`src/rtl/pfc_pkg.sv`:
```
`default_nettype none

package pfc_pkg;

    localparam int PIXEL_W = 32;
    localparam int CHAN_W  = 8;
    localparam int FMT_W   = 5;
    localparam int REG_IDX_W = 2;

    // format numbers, in format-table order
    typedef enum logic [FMT_W-1:0] {
        FMT_INVALID   = 5'd0,
        FMT_PAL8      = 5'd1,
        FMT_GRAY8     = 5'd2,
        FMT_RGB555    = 5'd3,
        FMT_BGR555    = 5'd4,
        FMT_RGB565    = 5'd5,
        FMT_BGR565    = 5'd6,
        FMT_ARGB4444  = 5'd7,
        FMT_ARGB1555  = 5'd8,
        FMT_RGB24     = 5'd9,
        FMT_BGR24     = 5'd10,
        FMT_YUV24     = 5'd11,
        FMT_RGBX32    = 5'd12,
        FMT_XRGB32    = 5'd13,
        FMT_BGRX32    = 5'd14,
        FMT_XBGR32    = 5'd15,
        FMT_RGBA32    = 5'd16,
        FMT_ARGB32    = 5'd17,
        FMT_BGRA32    = 5'd18,
        FMT_ABGR32    = 5'd19,
        FMT_WAVELET   = 5'd20,
        FMT_INVALID_2 = 5'd21
    } fmt_t;

    // configuration register indexes
    typedef enum logic [REG_IDX_W-1:0] {
        REG_SOURCE_FORMAT = 2'd0,
        REG_TARGET_FORMAT = 2'd1
    } reg_idx_t;

    // unpacked channels plus a flag for a source that could be decoded
    typedef struct packed {
        logic              ok;
        logic [CHAN_W-1:0] red;
        logic [CHAN_W-1:0] green;
        logic [CHAN_W-1:0] blue;
        logic [CHAN_W-1:0] alpha;
    } chan_t;

endpackage

`default_nettype wire

```
`src/rtl/pfc_unpack.sv`:
```
`default_nettype none

module pfc_unpack (
    input  wire pfc_pkg::fmt_t                   fmt,
    input  wire logic [pfc_pkg::PIXEL_W-1:0]     pixel,
    output pfc_pkg::chan_t                       chan
);
    import pfc_pkg::*;

    logic [CHAN_W-1:0] b0, b1, b2, b3;

    assign b0 = pixel[7:0];
    assign b1 = pixel[15:8];
    assign b2 = pixel[23:16];
    assign b3 = pixel[31:24];

    // narrow fields land at the top of the byte; colour low bits carry the half-step bias, alpha low bits are zero
    always_comb begin
        chan = '{ok: 1'b1, red: '0, green: '0, blue: '0, alpha: 8'hFF};
        unique case (fmt) inside
            FMT_GRAY8: begin
                chan.red   = b0;
                chan.green = b0;
                chan.blue  = b0;
            end
            FMT_RGB555: begin
                chan.red   = {pixel[14:10], 3'b100};
                chan.green = {pixel[9:5], 3'b100};
                chan.blue  = {pixel[4:0], 3'b100};
            end
            FMT_BGR555: begin
                chan.blue  = {pixel[14:10], 3'b100};
                chan.green = {pixel[9:5], 3'b100};
                chan.red   = {pixel[4:0], 3'b100};
            end
            FMT_RGB565: begin
                chan.red   = {pixel[15:11], 3'b100};
                chan.green = {pixel[10:5], 2'b10};
                chan.blue  = {pixel[4:0], 3'b100};
            end
            FMT_BGR565: begin
                chan.blue  = {pixel[15:11], 3'b100};
                chan.green = {pixel[10:5], 2'b10};
                chan.red   = {pixel[4:0], 3'b100};
            end
            FMT_ARGB4444: begin
                chan.alpha = {pixel[15:12], 4'b0000};
                chan.red   = {pixel[11:8], 4'b1000};
                chan.green = {pixel[7:4], 4'b1000};
                chan.blue  = {pixel[3:0], 4'b1000};
            end
            FMT_ARGB1555: begin
                chan.alpha = {pixel[15], 7'b0000000};
                chan.red   = {pixel[14:10], 3'b100};
                chan.green = {pixel[9:5], 3'b100};
                chan.blue  = {pixel[4:0], 3'b100};
            end
            FMT_RGB24, FMT_YUV24, FMT_XRGB32: begin
                chan.red   = b2;
                chan.green = b1;
                chan.blue  = b0;
            end
            FMT_BGR24, FMT_XBGR32: begin
                chan.blue  = b2;
                chan.green = b1;
                chan.red   = b0;
            end
            FMT_RGBX32: begin
                chan.red   = b3;
                chan.green = b2;
                chan.blue  = b1;
            end
            FMT_BGRX32: begin
                chan.blue  = b3;
                chan.green = b2;
                chan.red   = b1;
            end
            FMT_RGBA32: begin
                chan.red   = b3;
                chan.green = b2;
                chan.blue  = b1;
                chan.alpha = b0;
            end
            FMT_ARGB32: begin
                chan.alpha = b3;
                chan.red   = b2;
                chan.green = b1;
                chan.blue  = b0;
            end
            FMT_BGRA32: begin
                chan.blue  = b3;
                chan.green = b2;
                chan.red   = b1;
                chan.alpha = b0;
            end
            FMT_ABGR32: begin
                chan.alpha = b3;
                chan.blue  = b2;
                chan.green = b1;
                chan.red   = b0;
            end
            default: begin
                chan = '{ok: 1'b0, red: '0, green: '0, blue: '0, alpha: '0};
            end
        endcase
    end

endmodule

`default_nettype wire

```
`src/rtl/pfc_pack.sv`:
```
`default_nettype none

module pfc_pack (
    input  wire pfc_pkg::fmt_t                   fmt,
    input  wire pfc_pkg::chan_t                  chan,
    output logic [pfc_pkg::PIXEL_W-1:0]          pixel,
    output logic                                 ok
);
    import pfc_pkg::*;

    logic [CHAN_W-1:0] r, g, b, a;
    logic [CHAN_W-1:0] max_rg, gray;

    assign r = chan.red;
    assign g = chan.green;
    assign b = chan.blue;
    assign a = chan.alpha;

    assign max_rg = (r > g) ? r : g;
    assign gray   = (max_rg > b) ? max_rg : b;

    always_comb begin
        ok = 1'b1;
        unique case (fmt) inside
            FMT_GRAY8:    pixel = {24'd0, gray};
            FMT_RGB555:   pixel = {17'd0, r[7:3], g[7:3], b[7:3]};
            FMT_BGR555:   pixel = {17'd0, b[7:3], g[7:3], r[7:3]};
            FMT_RGB565:   pixel = {16'd0, r[7:3], g[7:2], b[7:3]};
            FMT_BGR565:   pixel = {16'd0, b[7:3], g[7:2], r[7:3]};
            FMT_ARGB4444: pixel = {16'd0, a[7:4], r[7:4], g[7:4], b[7:4]};
            FMT_ARGB1555: pixel = {16'd0, a[7], r[7:3], g[7:3], b[7:3]};
            FMT_RGB24, FMT_YUV24, FMT_XRGB32:
                          pixel = {8'd0, r, g, b};
            FMT_BGR24, FMT_XBGR32:
                          pixel = {8'd0, b, g, r};
            FMT_RGBX32:   pixel = {r, g, b, 8'd0};
            FMT_BGRX32:   pixel = {b, g, r, 8'd0};
            FMT_RGBA32:   pixel = {r, g, b, a};
            FMT_ARGB32:   pixel = {a, r, g, b};
            FMT_BGRA32:   pixel = {b, g, r, a};
            FMT_ABGR32:   pixel = {a, b, g, r};
            default: begin
                pixel = '0;
                ok    = 1'b0;
            end
        endcase
    end

endmodule

`default_nettype wire

```
`src/rtl/pixel_format_converter.sv`:
```
`default_nettype none
// path from input accept to result accept: input register, then result register;
//   m_valid rises once the item has been loaded into the result register
// throughput: one item per cycle, sustained while m_ready stays high
// unpack and pack sit as one short combinational pass between the two registers
// reset (aresetn low, synchronous): both pipeline stages empty, both formats set to 0
// configuration writes take effect on the next clock edge

module pixel_format_converter (
    input  wire                                   aclk,
    input  wire                                   aresetn,

    // configuration write port
    input  wire                                   cfg_wr_en,
    input  wire logic [pfc_pkg::REG_IDX_W-1:0]    cfg_index,
    input  wire logic [pfc_pkg::FMT_W-1:0]        cfg_wdata,

    // input items
    input  wire                                   s_valid,
    output logic                                  s_ready,
    input  wire logic [pfc_pkg::PIXEL_W-1:0]      s_in_pixel,

    // result items
    output logic                                  m_valid,
    input  wire                                   m_ready,
    output logic [pfc_pkg::PIXEL_W-1:0]           m_out_pixel,
    output logic [pfc_pkg::CHAN_W-1:0]            m_red,
    output logic [pfc_pkg::CHAN_W-1:0]            m_green,
    output logic [pfc_pkg::CHAN_W-1:0]            m_blue,
    output logic [pfc_pkg::CHAN_W-1:0]            m_alpha,
    output logic                                  m_unsupported
);
    import pfc_pkg::*;

    // format registers
    logic [FMT_W-1:0]   src_fmt_reg;
    logic [FMT_W-1:0]   dst_fmt_reg;

    // input stage
    logic               in_valid_reg;
    logic [PIXEL_W-1:0] in_pixel_reg;

    // result stage
    logic               out_valid_reg;
    logic [PIXEL_W-1:0] out_pixel_reg,  out_pixel_next;
    logic [CHAN_W-1:0]  out_red_reg;
    logic [CHAN_W-1:0]  out_green_reg;
    logic [CHAN_W-1:0]  out_blue_reg;
    logic [CHAN_W-1:0]  out_alpha_reg;
    logic               out_unsup_reg,  out_unsup_next;

    chan_t              chan;
    logic [PIXEL_W-1:0] packed_pixel;
    logic               pack_ok;
    logic               out_free;     // result stage can take an item this cycle
    logic               out_load;     // item moves from input stage to result stage
    logic               in_take;      // item accepted from s_

    assign out_free = !out_valid_reg || m_ready;
    assign out_load = in_valid_reg && out_free;
    // input stage frees up whenever its item moves on, so a new item enters every cycle unless the result stage stalls
    assign s_ready  = !in_valid_reg || out_free;
    assign in_take  = s_valid && s_ready;

    // config writes; indexes past the register list are ignored
    always_ff @(posedge aclk) begin
        if (!aresetn) begin
            src_fmt_reg <= '0;
            dst_fmt_reg <= '0;
        end else if (cfg_wr_en) begin
            unique case (cfg_index)
                REG_SOURCE_FORMAT: src_fmt_reg <= cfg_wdata;
                REG_TARGET_FORMAT: dst_fmt_reg <= cfg_wdata;
                default: ;
            endcase
        end
    end

    // input register
    always_ff @(posedge aclk) begin
        if (!aresetn) begin
            in_valid_reg <= 1'b0;
        end else if (s_ready) begin
            in_valid_reg <= s_valid;
        end
    end

    always_ff @(posedge aclk) begin
        if (in_take) begin
            in_pixel_reg <= s_in_pixel;
        end
    end

    // decode the source word to 8-bit channels
    pfc_unpack u_unpack (
        .fmt   (fmt_t'(src_fmt_reg)),
        .pixel (in_pixel_reg),
        .chan  (chan)
    );

    // encode channels in the target format
    pfc_pack u_pack (
        .fmt   (fmt_t'(dst_fmt_reg)),
        .chan  (chan),
        .pixel (packed_pixel),
        .ok    (pack_ok)
    );

    // an undecodable source or an unencodable target forces the result to the unsupported case with a zero pixel
    always_comb begin
        out_unsup_next = !(chan.ok && pack_ok);
        out_pixel_next = out_unsup_next ? '0 : packed_pixel;
    end

    // result register
    always_ff @(posedge aclk) begin
        if (!aresetn) begin
            out_valid_reg <= 1'b0;
        end else if (out_free) begin
            out_valid_reg <= in_valid_reg;
        end
    end

    always_ff @(posedge aclk) begin
        if (out_load) begin
            out_pixel_reg <= out_pixel_next;
            out_red_reg   <= chan.red;
            out_green_reg <= chan.green;
            out_blue_reg  <= chan.blue;
            out_alpha_reg <= chan.alpha;
            out_unsup_reg <= out_unsup_next;
        end
    end

    assign m_valid       = out_valid_reg;
    assign m_out_pixel   = out_pixel_reg;
    assign m_red         = out_red_reg;
    assign m_green       = out_green_reg;
    assign m_blue        = out_blue_reg;
    assign m_alpha       = out_alpha_reg;
    assign m_unsupported = out_unsup_reg;

    // an unsupported result never carries a packed word
    a_unsup_zero: assert property (@(posedge aclk) disable iff (!aresetn)
        out_valid_reg && out_unsup_reg |-> out_pixel_reg == '0)
        else $error("unsupported result with nonzero pixel");

    // an accepted item lands in the input stage
    a_in_capture: assert property (@(posedge aclk) disable iff (!aresetn)
        in_take |=> in_valid_reg && in_pixel_reg == $past(s_in_pixel))
        else $error("accepted item not captured");

    // a blocked item in the input stage is kept unchanged
    a_in_hold: assert property (@(posedge aclk) disable iff (!aresetn)
        in_valid_reg && !out_free |=> in_valid_reg && $stable(in_pixel_reg))
        else $error("stalled input stage item lost or changed");

    // an item moving on always shows up as a result next cycle
    a_out_load: assert property (@(posedge aclk) disable iff (!aresetn)
        out_load |=> out_valid_reg)
        else $error("item dropped between stages");

endmodule

`default_nettype wire
```
`config.mk`:
```
export PLATFORM = sky130hd
export DESIGN_NAME = pixel_format_converter
export DESIGN_NICKNAME = d
export VERILOG_FILES = /design/src/rtl/pfc_pkg.sv /design/src/rtl/pfc_unpack.sv /design/src/rtl/pfc_pack.sv /design/src/rtl/pixel_format_converter.sv
export SDC_FILE = /design/constraint.sdc
export NUM_CORES = 1
export LEC_CHECK = 0
export BUFFER_PORTS_ARGS = -buffer_cell sky130_fd_sc_hd__buf_4
export CAP_MARGIN = 20
export CORE_ASPECT_RATIO = 1.5
export CORE_MARGIN = 4
export CORE_UTILIZATION = 55
export CTS_CLUSTER_SIZE = 30
export DETAILED_ROUTE_END_ITERATION = 16
export PLACE_DENSITY = 0.85
export SLEW_MARGIN = 10
export SYNTH_ARGS = -nofsm -noshare
export SYNTH_HDL_FRONTEND = slang
export SYNTH_SLANG_ARGS = --single-unit
```
`constraint.sdc`:
```
create_clock -name aclk -period 5.65 [get_ports aclk]
set_input_delay 1.4125 -clock aclk [delete_from_list [all_inputs] [get_ports aclk]]
set_output_delay 1.4125 -clock aclk [all_outputs]
set_load 0.01 [all_outputs]
```
==> results of run 1 <==
-- power groups by stage --
stage                     Clock [W]  Sequential [W]  Combinational [W]
after floorplan                   0        0.000973           0.000242
after global placement            0        0.000980           0.000395
after detailed placement          0        0.000981           0.000402
after CTS                  0.000727        0.000963           0.000404
after global routing       0.000764        0.000968           0.000446
final                      0.000726        0.000965           0.000413
-- cell type report --
class | instances | area [sq um]
inverters | 32 | 120.1
clock inverters | 7 | 113.9
flip-flops and latches | 109 | 3153
clock buffers | 9 | 225.2
repair buffers | 151 | 1134
well taps | 153 | 191.4
fillers | 907 | 3859
multi-input cells | 456 | 3282
-- stage by stage --
stage                     utilization, %  instance area, sq um  total power, W  setup slack [ns]
final                              68.05                  8219        0.002104            0.2453
after global routing               68.05                  8219        0.002178           0.06724
after CTS                          67.99                  8212        0.002094            0.4079
after detailed placement           65.18                  7873        0.001383            0.4869
after global placement             65.18                  7873        0.001375            0.5578
after floorplan                        -                  6829        0.001215            0.6469
-- how the worst max path moves through the flow --
| stage | start | to | slack [ns] | cells after the start |
|---|---|---|---|---|
| floorplan | src_fmt_reg[4] | m_out_pixel[2] | 0.65 | 20 |
| global placement | src_fmt_reg[1] | m_out_pixel[6] | 0.56 | 19 |
| detailed placement | src_fmt_reg[1] | m_out_pixel[2] | 0.49 | 20 |
| CTS | src_fmt_reg[1] | m_out_pixel[2] | 0.41 | 20 |
| global route | src_fmt_reg[1] | m_out_pixel[2] | 0.07 | 20 |
| finish | src_fmt_reg[1] | m_out_pixel[2] | 0.25 | 20 |
-- cells in the final DEF, fill, tap and decap left out, types with 17 or more instances in the layout --
cell / instances
buf_4: 151
inv_1: 31
o21ai_0: 21
edfxtp_1: 97
nand2_1: 64
a21oi_1: 23
nor2b_1: 23
a22oi_1: 36
nor2_1: 22
mux2i_1: 24
nand3_1: 17
a222oi_1: 22
-- critical path, cell delays in order (launching register included) --
cell and delay (ns):
dfxtp_1 0.92, buf_4 0.38, nor2b_1 0.28, nand2_1 0.08, a2111o_1 0.44, o2111ai_2 0.20, inv_1 0.09, ha_1 0.32
o211ai_1 0.09, a21oi_1 0.08, o22ai_1 0.11, buf_4 0.18, buf_4 0.15, mux2_4 0.31, ha_1 0.31, nand4_1 0.14
a21oi_1 0.18, o311ai_1 0.13, buf_4 0.17, a222oi_1 0.38, nand3_1 0.18
-- metal layers --
layer  track usage [%]  wire [microns]  up-vias
li1                  -               -     2760
met1             33.62            7638     2965
met2             60.87           12510      536
met3             5.695            1990      176
met4             23.88            1872        0
met5                 0               0        -
-- cells by family (layout without fill, tap and decap cells) --
family	after synthesis	after routing	synth area share, %
compound gates	188	188	21.62
mux	40	40	6.211
xor+xnor	7	7	1.008
simple gates	205	205	16.07
fa+ha+maj	16	16	2.931
flops	109	109	46.17
buf+inv	79	199	5.991
==> impl_metrics.csv, run 1 <==
group,metric,value,unit
outcome,outcome,"finished, final reports clean",
placed_design,numPortBuffers,110,
synth,netlist_instances,644,
synth,yosysUniqueCellTypes,76,
synth,yosysSeqAreaShare,46.17,%
grt,grt_max_degree,66,
floorplan,die_width,98.98,microns
worst_setup_path,crit_arrival,5.49,ns
synth,synth_most_common_cell,"edfxtp_1",
placed_design,globalplace.congestion,1.019,
synth,synth_edf_count,97,
placed_design,placedCellCount,900,
grt,first_global_vias,6495,
timing,hold_viol,0,
hold_path,hold_depth,1,
route,viasPerCell,7.020,
synth,syn_nets,704,
grt,groute.usage.overall,33.21,%
power_and_ir_drop,p_clk_share,34.5,%
timing,fin_crit,5.405,ns
synth,synth_top_area_share,42.65,%
worst_setup_path,reg2reg_depth,20,
worst_setup_path,crit_path_start_kind,"register",
clock_network,cts_tree,"built",
timing,final.setup.tns,0,ns
route,drc,0,
grt,grt_pass1_wl,36.11,mm
finish,diodes,0,
floorplan,pin_count,111,
power_and_ir_drop,switchingPower,0.0006035,W
power_and_ir_drop,ir_drop,160.6,uV
timing,slew_headroom,26.17,%
synth,synth_area_leaders,"edfxtp_1 43%, a22oi_1 4.0%, dfxtp_1 3.5%",
power_and_ir_drop,comb_power_share,19.6,%
clock_network,cts_buffer_depth,2,
timing,finClkSkew,0.009145,ns
power_and_ir_drop,power.density,256.0,nW/um^2
worst_setup_path,crit_fanout,21,
route,ant_nets,0,
finish,final_cells,917,
timing,rsz0062_at_grt,"false",
route,initialDrtViolationCount,945,
synth,ys_top_cells_by_count,"97 x edfxtp_1, 64 x nand2_1, 36 x a22oi_1, 31 x inv_1",
floorplan,die_h,144.5,microns
timing,finalSetupViolations,0,
worst_setup_path,cp_data_required_time,5.73,ns
clock_network,clk_pin_slew,0.08,ns
floorplan,die_area,14300,sq um
grt,grt-ovfl-total,0,
synth,synth_top_area_cell,"edfxtp_1",
clock_network,clock-sinks,109,
floorplan,start_util,56.54,%
floorplan,rows,49,
finish,drive_gt1_share,26.57,%
clock_network,cts_max_level,3,
hold_path,hold_start,"in_valid_reg",
grt,antenna_found_initial,0,
timing,final.period_utilization,95.66,%
worst_setup_path,worstReg2RegEnd,"m_out_pixel[2]",
timing,finalMaxSlewViolations,0,
route,drt_wl_total,24.01,mm
run,cap_violations,0,
power_and_ir_drop,p_int,0.001501,W
worst_setup_path,timing.rr.start,"src_fmt_reg[1]",
worst_setup_path,critPathCaptureType,"register",
synth,synth_ff_type,"edfxtp_1",
route,vias,6437,
clock_network,ctsResizeCount,0,
power_and_ir_drop,p_leak,3.243,nW
clock_network,insertion_delay,0.36,ns
placed_design,place_hpwl,17.71,mm
floorplan,core_area,12080,sq um
clock_network,root_buffer,"clkbuf_16",
worst_setup_path,path_class,"reg2reg",
power_and_ir_drop,swShare,28.68,%
worst_setup_path,rrSetupSlack,0.25,ns
timing,fmax,0.1850,GHz
clock_network,holdBufCountCts,0,
hold_path,hold_end,"m_valid",
power_and_ir_drop,seqPwrFrac,45.9,%
timing,tightest_slew,1.103,ns
clock_network,post-cts-setup-buffers,0,
synth,synth_seq_cells,109,
synth,synth_warnings,0,
route,routedWlPerCell,26.19,microns
synth,synthArstFlopShare,0,%
timing,whs,0.5502,ns
synth,synth_area_per_cell,10.60,sq um
finish,nNetsFinal,819,
hold_path,min_path_type,"reg2reg",
route,first_pass_iters,9,
synth,synth_area,6829,sq um
finish,area_growth,20.36,%
clock_network,numCtsBuffers,9,
(Power assumes the default switching activity.)
==> inputs of run 2 (changes only) <==
- ABC_AREA: default -> 1
- CAP_MARGIN: 20 -> default
==> run 2 against run 1 <==
  * Utilization fell by 0.77 points
  * Hold slack lost 0.047 ns
  * Via count grew 7.3%
  * Flip-flop and latch count stayed put
  * Final cell count rose by 28%
  * Critical path depth rose by 7
  * Total power is 4.4% higher
  * Synthesized cell count up 41%
  * Highest routed layer unchanged
==> impl_metrics.csv, run 2 <==
group,metric,value,unit
synth,synth_warnings,0,
clock_network,root_buffer,"clkbuf_16",
finish,nNetsFinal,1080,
clock_network,ctsResizeCount,0,
timing,tightest_slew,1.094,ns
route,first_pass_iters,6,
power_and_ir_drop,p_clk_share,28.4,%
synth,synth_seq_cells,109,
finish,mostFrequentLayoutCells,"326 x nand2_1, 117 x buf_4, 97 x edfxtp_1",
timing,finalMaxSlewViolations,0,
timing,finalSetupViolations,0,
timing,final.period_utilization,89.48,%
worst_setup_path,slowest_delay,0.46,ns
clock_network,clock-sinks,109,
route,drt_wl_total,23.50,mm
synth,synth_area,6862,sq um
synth,synthArstFlopShare,0,%
timing,slew_headroom,26.65,%
timing,rsz0062_at_grt,"false",
clock_network,cts_buffer_depth,2,
power_and_ir_drop,swShare,34.38,%
power_and_ir_drop,comb_power_share,27.1,%
worst_setup_path,critPathCaptureType,"register",
power_and_ir_drop,power.density,270.4,nW/um^2
timing,fmax,0.1978,GHz
route,routed.top_layer,"met4",
route,initialDrtViolationCount,501,
run,cap_violations,0,
worst_setup_path,crit_fanout,17,
synth,synth_ff_type,"edfxtp_1",
placed_design,numPortBuffers,110,
grt,grt_max_degree,66,
finish,multiInputGateArea,3244,sq um
grt,groute.usage.overall,32.58,%
synth,synth_top_area_cell,"edfxtp_1",
timing,finClkSkew,0.01032,ns
floorplan,pin_count,111,
finish,fill_cells,1051,
placed_design,pre_cts_slack,0.4542,ns
timing,fin_ws,0.5944,ns
route,routedWlPerCell,19.95,microns
power_and_ir_drop,seqPwrFrac,44.5,%
synth,synth_edf_count,97,
synth,syn_nets,967,
power_and_ir_drop,ir_drop,170.6,uV
finish,area_growth,18.44,%
grt,antenna_found_initial,0,
placed_design,place_hpwl,18.23,mm
worst_setup_path,crit_arrival,5.16,ns
synth,synth_most_common_cell,"nand2_1",
clock_network,insertion_delay,0.36,ns
hold_path,min_path_type,"reg2reg",
finish,diodes,0,
route,drc,0,
power_and_ir_drop,fin_total_pwr,0.002198,W
clock_network,cts_tree,"built",
clock_network,numCtsBuffers,9,
power_and_ir_drop,p_int,0.001442,W
grt,first_global_vias,6652,
timing,hold_viol,0,
floorplan,start_util,56.81,%
synth,synth_area_per_cell,7.565,sq um
clock_network,clk_pin_slew,0.08,ns
route,dr_wl_met2,11.69,mm
route,ant_nets,0,
floorplan,core_area,12080,sq um
route,viasPerCell,5.863,
synth,yosysUniqueCellTypes,38,
route,met1_length,7.866,mm
grt,grt-ovfl-total,0,
worst_setup_path,crit_path_frequent_cell,"nand2_1",
synth,netlist_instances,907,
floorplan,rows,49,
timing,fin_crit,5.056,ns
synth,yosysSeqAreaShare,45.95,%
synth,ys_top_cells_by_count,"326 x nand2_1, 97 x edfxtp_1, 87 x nand3_1, 86 x nor2_1, 85 x inv_1",
floorplan,die_h,144.8,microns
clock_network,cts_max_level,3,
synth,synth_top_area_share,42.45,%
power_and_ir_drop,p_leak,3.840,nW
timing,final.setup.tns,0,ns
worst_setup_path,path_class,"reg2reg",
worst_setup_path,crit_path_start_kind,"register",
grt,grt_pass1_wl,35.23,mm
power_and_ir_drop,switchingPower,0.0007554,W
placed_design,globalplace.congestion,1.030,
floorplan,die_width,99.20,microns
route,vias,6907,
finish,seq_area,3153,sq um
clock_network,holdBufCountCts,0,
route,route.met3.wl,2.069,mm
floorplan,die_area,14360,sq um
worst_setup_path,cp_data_required_time,5.76,ns
worst_setup_path,cp_slowest_cell,"dfxtp_1",
finish,drive_gt1_share,18.05,%
synth,synth_area_leaders,"edfxtp_1 42%, nand2_1 18%, nand3_1 6.3%",
clock_network,post-cts-setup-buffers,0,
finish,final_common_cell,"nand2_1",
outcome,outcome,"finished, final reports clean",
[run 2: cell count changes after synthesis, moves of 12 or more]
cell      delta
nand2_2     +15
nor2b_1     -24
a22oi_1     -30
mux2i_1     -24
nand3_1     +70
nand2_1    +262
and2_1      -12
o21ai_0     +12
clkbuf_1    -15
a222oi_1    -22
a221o_1     -15
inv_1       +54
mux2_2      -15
nor2_1      +64
[run 2: final cells by class]
cell class	instances	share of cell area [%]
tap	153	2.356
clock inverter	6	0.6774
sequential	109	38.80
timing repair buffer	117	10.81
multi-input combinational	683	39.92
inverter	100	4.619
clock buffer	10	2.818
[run 2: worst paths after layout]
path / end / slack (ns) / startpoint / depth (start not counted)
worst min register to register: dst_fmt_reg[1] / 0.50 / dst_fmt_reg[1] / 2
worst min-delay path: dst_fmt_reg[1] / 0.50 / dst_fmt_reg[1] / 2
worst max register to register: m_out_pixel[1] / 0.59 / src_fmt_reg[1] / 27
worst max-delay path: m_out_pixel[1] / 0.59 / src_fmt_reg[1] / 27
[run 2: logic make-up (layout without fill, tap and decap cells)]
kind of cell	count (synthesis)	count (layout)	synth area share, %
AOI/OAI and AO/OA	101	101	8.552
adders and majority gates	16	16	2.918
buffers and inverters	115	233	6.984
DFF	109	109	45.95
and+or+nand+nor	566	566	35.59
[run 2: per-layer routing]
metal,global-route usage (%),up-vias
met5,0,-
li1,-,3232
met3,5.372,135
met4,25.11,0
met1,34.18,3060
met2,57.83,480
[run 2: stage by stage]
step / hold slack (ns) / cells / cell area [sq um] / utilization [%]
after global placement: 0.4874 / 1162 / 7839 / 64.90
after detailed placement: 0.4912 / 1162 / 7839 / 64.90
after global routing: 0.5349 / 1178 / 8127 / 67.28
after floorplan: 0.4481 / 907 / 6862 / -
after CTS: 0.5021 / 1178 / 8123 / 67.25
final: 0.5029 / 1178 / 8127 / 67.28
[run 2: power by group through the flow]
stage                     combinational (W)  sequential (W)  clock (W)
after global placement             0.000577        0.000995          0
after floorplan                    0.000364        0.000995          0
after detailed placement           0.000578        0.000996          0
after global routing               0.000651        0.000982   0.000651
final                              0.000594        0.000979   0.000624
after CTS                          0.000581        0.000977   0.000619
[run 2: worst max-delay path: cells and delay by family, from the launching register on]
family	cells	cell delay [ns]
simple gates	17	2.28
buf+inv	6	0.94
fa+ha+maj	2	0.61
compound gates	2	0.49
flops	1	0.46
==> inputs of run 3 (changes only) <==
- SETUP_SLACK_MARGIN: default -> 0.15
- clock period: 5.65 -> 5.45 ns (I/O delays scaled with it)
==> run 3 against run 2 <==
  * Total power increased by 5.7%
  * Routed wire length increased by 1.2%
  * Utilization increased by 0.42 points
  * Largest power group unchanged
  * Largest cell class unchanged
  * Hold slack improved by 0.0097 ns
  * Critical path type unchanged
  * Worst setup slack improved by 0.21 ns
  * First-iteration DRC count increased by 8.0%
==> impl_metrics.csv, run 3 (same netlist as run 2, synthesis figures left out) <==
group,metric,value,unit
outcome,outcome,"finished, final reports clean",
route,first_pass_iters,6,
clock_network,root_buffer,"clkbuf_16",
power_and_ir_drop,swShare,34.23,%
worst_setup_path,cp_data_required_time,5.56,ns
floorplan,die_h,144.8,microns
power_and_ir_drop,comb_power_share,27.7,%
worst_setup_path,crit_fanout,17,
finish,nNetsFinal,1085,
floorplan,pin_count,111,
timing,final.setup.tns,0,ns
grt,antenna_found_initial,0,
power_and_ir_drop,seqPwrFrac,43.6,%
clock_network,cts_tree,"built",
worst_setup_path,critPathCaptureType,"register",
timing,slew_headroom,11.79,%
floorplan,rows,49,
clock_network,cts_max_level,3,
clock_network,ctsResizeCount,0,
worst_setup_path,crit_arrival,4.75,ns
power_and_ir_drop,p_clk_share,28.8,%
floorplan,start_util,56.81,%
timing,fmax,0.2154,GHz
power_and_ir_drop,power.density,284.0,nW/um^2
power_and_ir_drop,switchingPower,0.0007949,W
clock_network,numCtsBuffers,9,
timing,finalSetupViolations,0,
clock_network,clk_pin_slew,0.08,ns
clock_network,clock-sinks,109,
placed_design,globalplace.congestion,1.019,
run,cap_violations,0,
worst_setup_path,crit_path_start_kind,"register",
route,routedWlPerCell,20.10,microns
worst_setup_path,cp_slowest_cell,"dfxtp_1",
finish,diodes,0,
worst_setup_path,path_class,"reg2reg",
power_and_ir_drop,p_int,0.001527,W
worst_setup_path,crit_path_frequent_cell,"nand2_1",
grt,grt_pass1_wl,36.29,mm
grt,groute.usage.overall,33.34,%
timing,finalMaxSlewViolations,0,
clock_network,post-cts-setup-buffers,0,
power_and_ir_drop,ir_drop,165.7,uV
hold_path,hold_start,"dst_fmt_reg[2]",
worst_setup_path,critical_path.startpoint,"src_fmt_reg[1]",
grt,grt-ovfl-total,0,
finish,finalInstanceArea,8178,sq um
grt,first_global_vias,6738,
power_and_ir_drop,p_leak,3.881,nW
route,drt_wl_total,23.78,mm
hold_path,min_path_type,"reg2reg",
clock_network,holdBufCountCts,0,
placed_design,numPortBuffers,110,
finish,area_growth,19.18,%
route,vias,6968,
worst_setup_path,path_buf_inv,5,
timing,final.period_utilization,85.17,%
timing,finClkSkew,0.01000,ns
clock_network,cts_buffer_depth,2,
floorplan,core_area,12080,sq um
finish,fill_cells,1065,
floorplan,die_width,99.20,microns
placed_design,place_area,7876,sq um
route,initialDrtViolationCount,541,
route,ant_nets,0,
timing,fin_crit,4.642,ns
worst_setup_path,slowest_delay,0.46,ns
finish,mostFrequentLayoutCells,"326 x nand2_1, 122 x buf_4, 97 x edfxtp_1",
timing,rsz0062_at_grt,"false",
route,viasPerCell,5.890,
finish,final_common_cell,"nand2_1",
route,drc,0,
placed_design,place_hpwl,18.44,mm
clock_network,insertion_delay,0.35,ns
timing,tightest_slew,1.313,ns
timing,whs,0.5126,ns
finish,seq_area,3153,sq um
floorplan,die_area,14360,sq um
worst_setup_path,cp_top_family,"simple AND/OR/NAND/NOR gates",
grt,grt_max_degree,49,
worst_setup_path,timing.rr.start,"src_fmt_reg[1]",
finish,multiInputGateArea,3241,sq um
finish,drive_gt1_share,18.54,%
timing,hold_viol,0,
==> run 3: layout make-up <==
cell class | instances | area share [%]
Sequential cell | 109 | 38.56
Tap cell | 153 | 2.341
Inverter | 100 | 4.590
Multi-Input combinational cell | 683 | 39.63
Clock buffer | 10 | 2.922
Timing Repair Buffer | 122 | 11.20
Clock inverter | 6 | 0.7650
==> run 3: metrics by stage <==
step           utilization [%]  setup slack [ns]  total power [W]  cells
6_report                 67.71            0.8080         0.002322   1183
4_1_cts                  67.71            0.8508         0.002310   1183
5_1_grt                  67.71            0.4436         0.002418   1183
2_1_floorplan                -            0.3783         0.001409    907
3_5_place_dp             65.21            0.8698         0.001657   1167
3_3_place_gp             65.21            0.9088         0.001653   1167
==> run 3: path summary, 6_finish.rpt <==
kind | end | slack, ns | cells past startpoint
hold / removal | dst_fmt_reg[2] | 0.51 | 2
hold reg to reg | dst_fmt_reg[2] | 0.51 | 2
setup / recovery | m_out_pixel[0] | 0.81 | 27
setup reg to reg | m_out_pixel[0] | 0.81 | 27
==> run 3: routing by layer <==
layer | track usage [%] | up-vias | part of all wire (%)
met4 | 24.60 | 0 | 8.0
met1 | 35.81 | 3127 | 33
met3 | 5.324 | 130 | 7.7
met5 | 0 | - | 0
met2 | 58.89 | 470 | 51
li1 | - | 3241 | -
==> run 3: power by group through the flow <==
| stage | sequential (W) | combinational [W] | clock [W] |
|---|---|---|---|
| 6_report | 0.00101 | 0.000643 | 0.000668 |
| 5_1_grt | 0.00102 | 0.000700 | 0.000703 |
| 4_1_cts | 0.00101 | 0.000630 | 0.000668 |
| 3_5_place_dp | 0.00103 | 0.000627 | 0 |
| 3_3_place_gp | 0.00103 | 0.000625 | 0 |
| 2_1_floorplan | 0.00103 | 0.000378 | 0 |
==> run 3: worst register-to-register path, delay by kind of cell (launching register included) <==
kind                     cells  cell delay (ns)
adder cells (fa/ha/maj)      2             0.61
flip-flops                   1             0.46
AO/OA/AOI/OAI                4             0.50
AND/OR/NAND/NOR             16             2.04
buffers and inverters        5             0.79
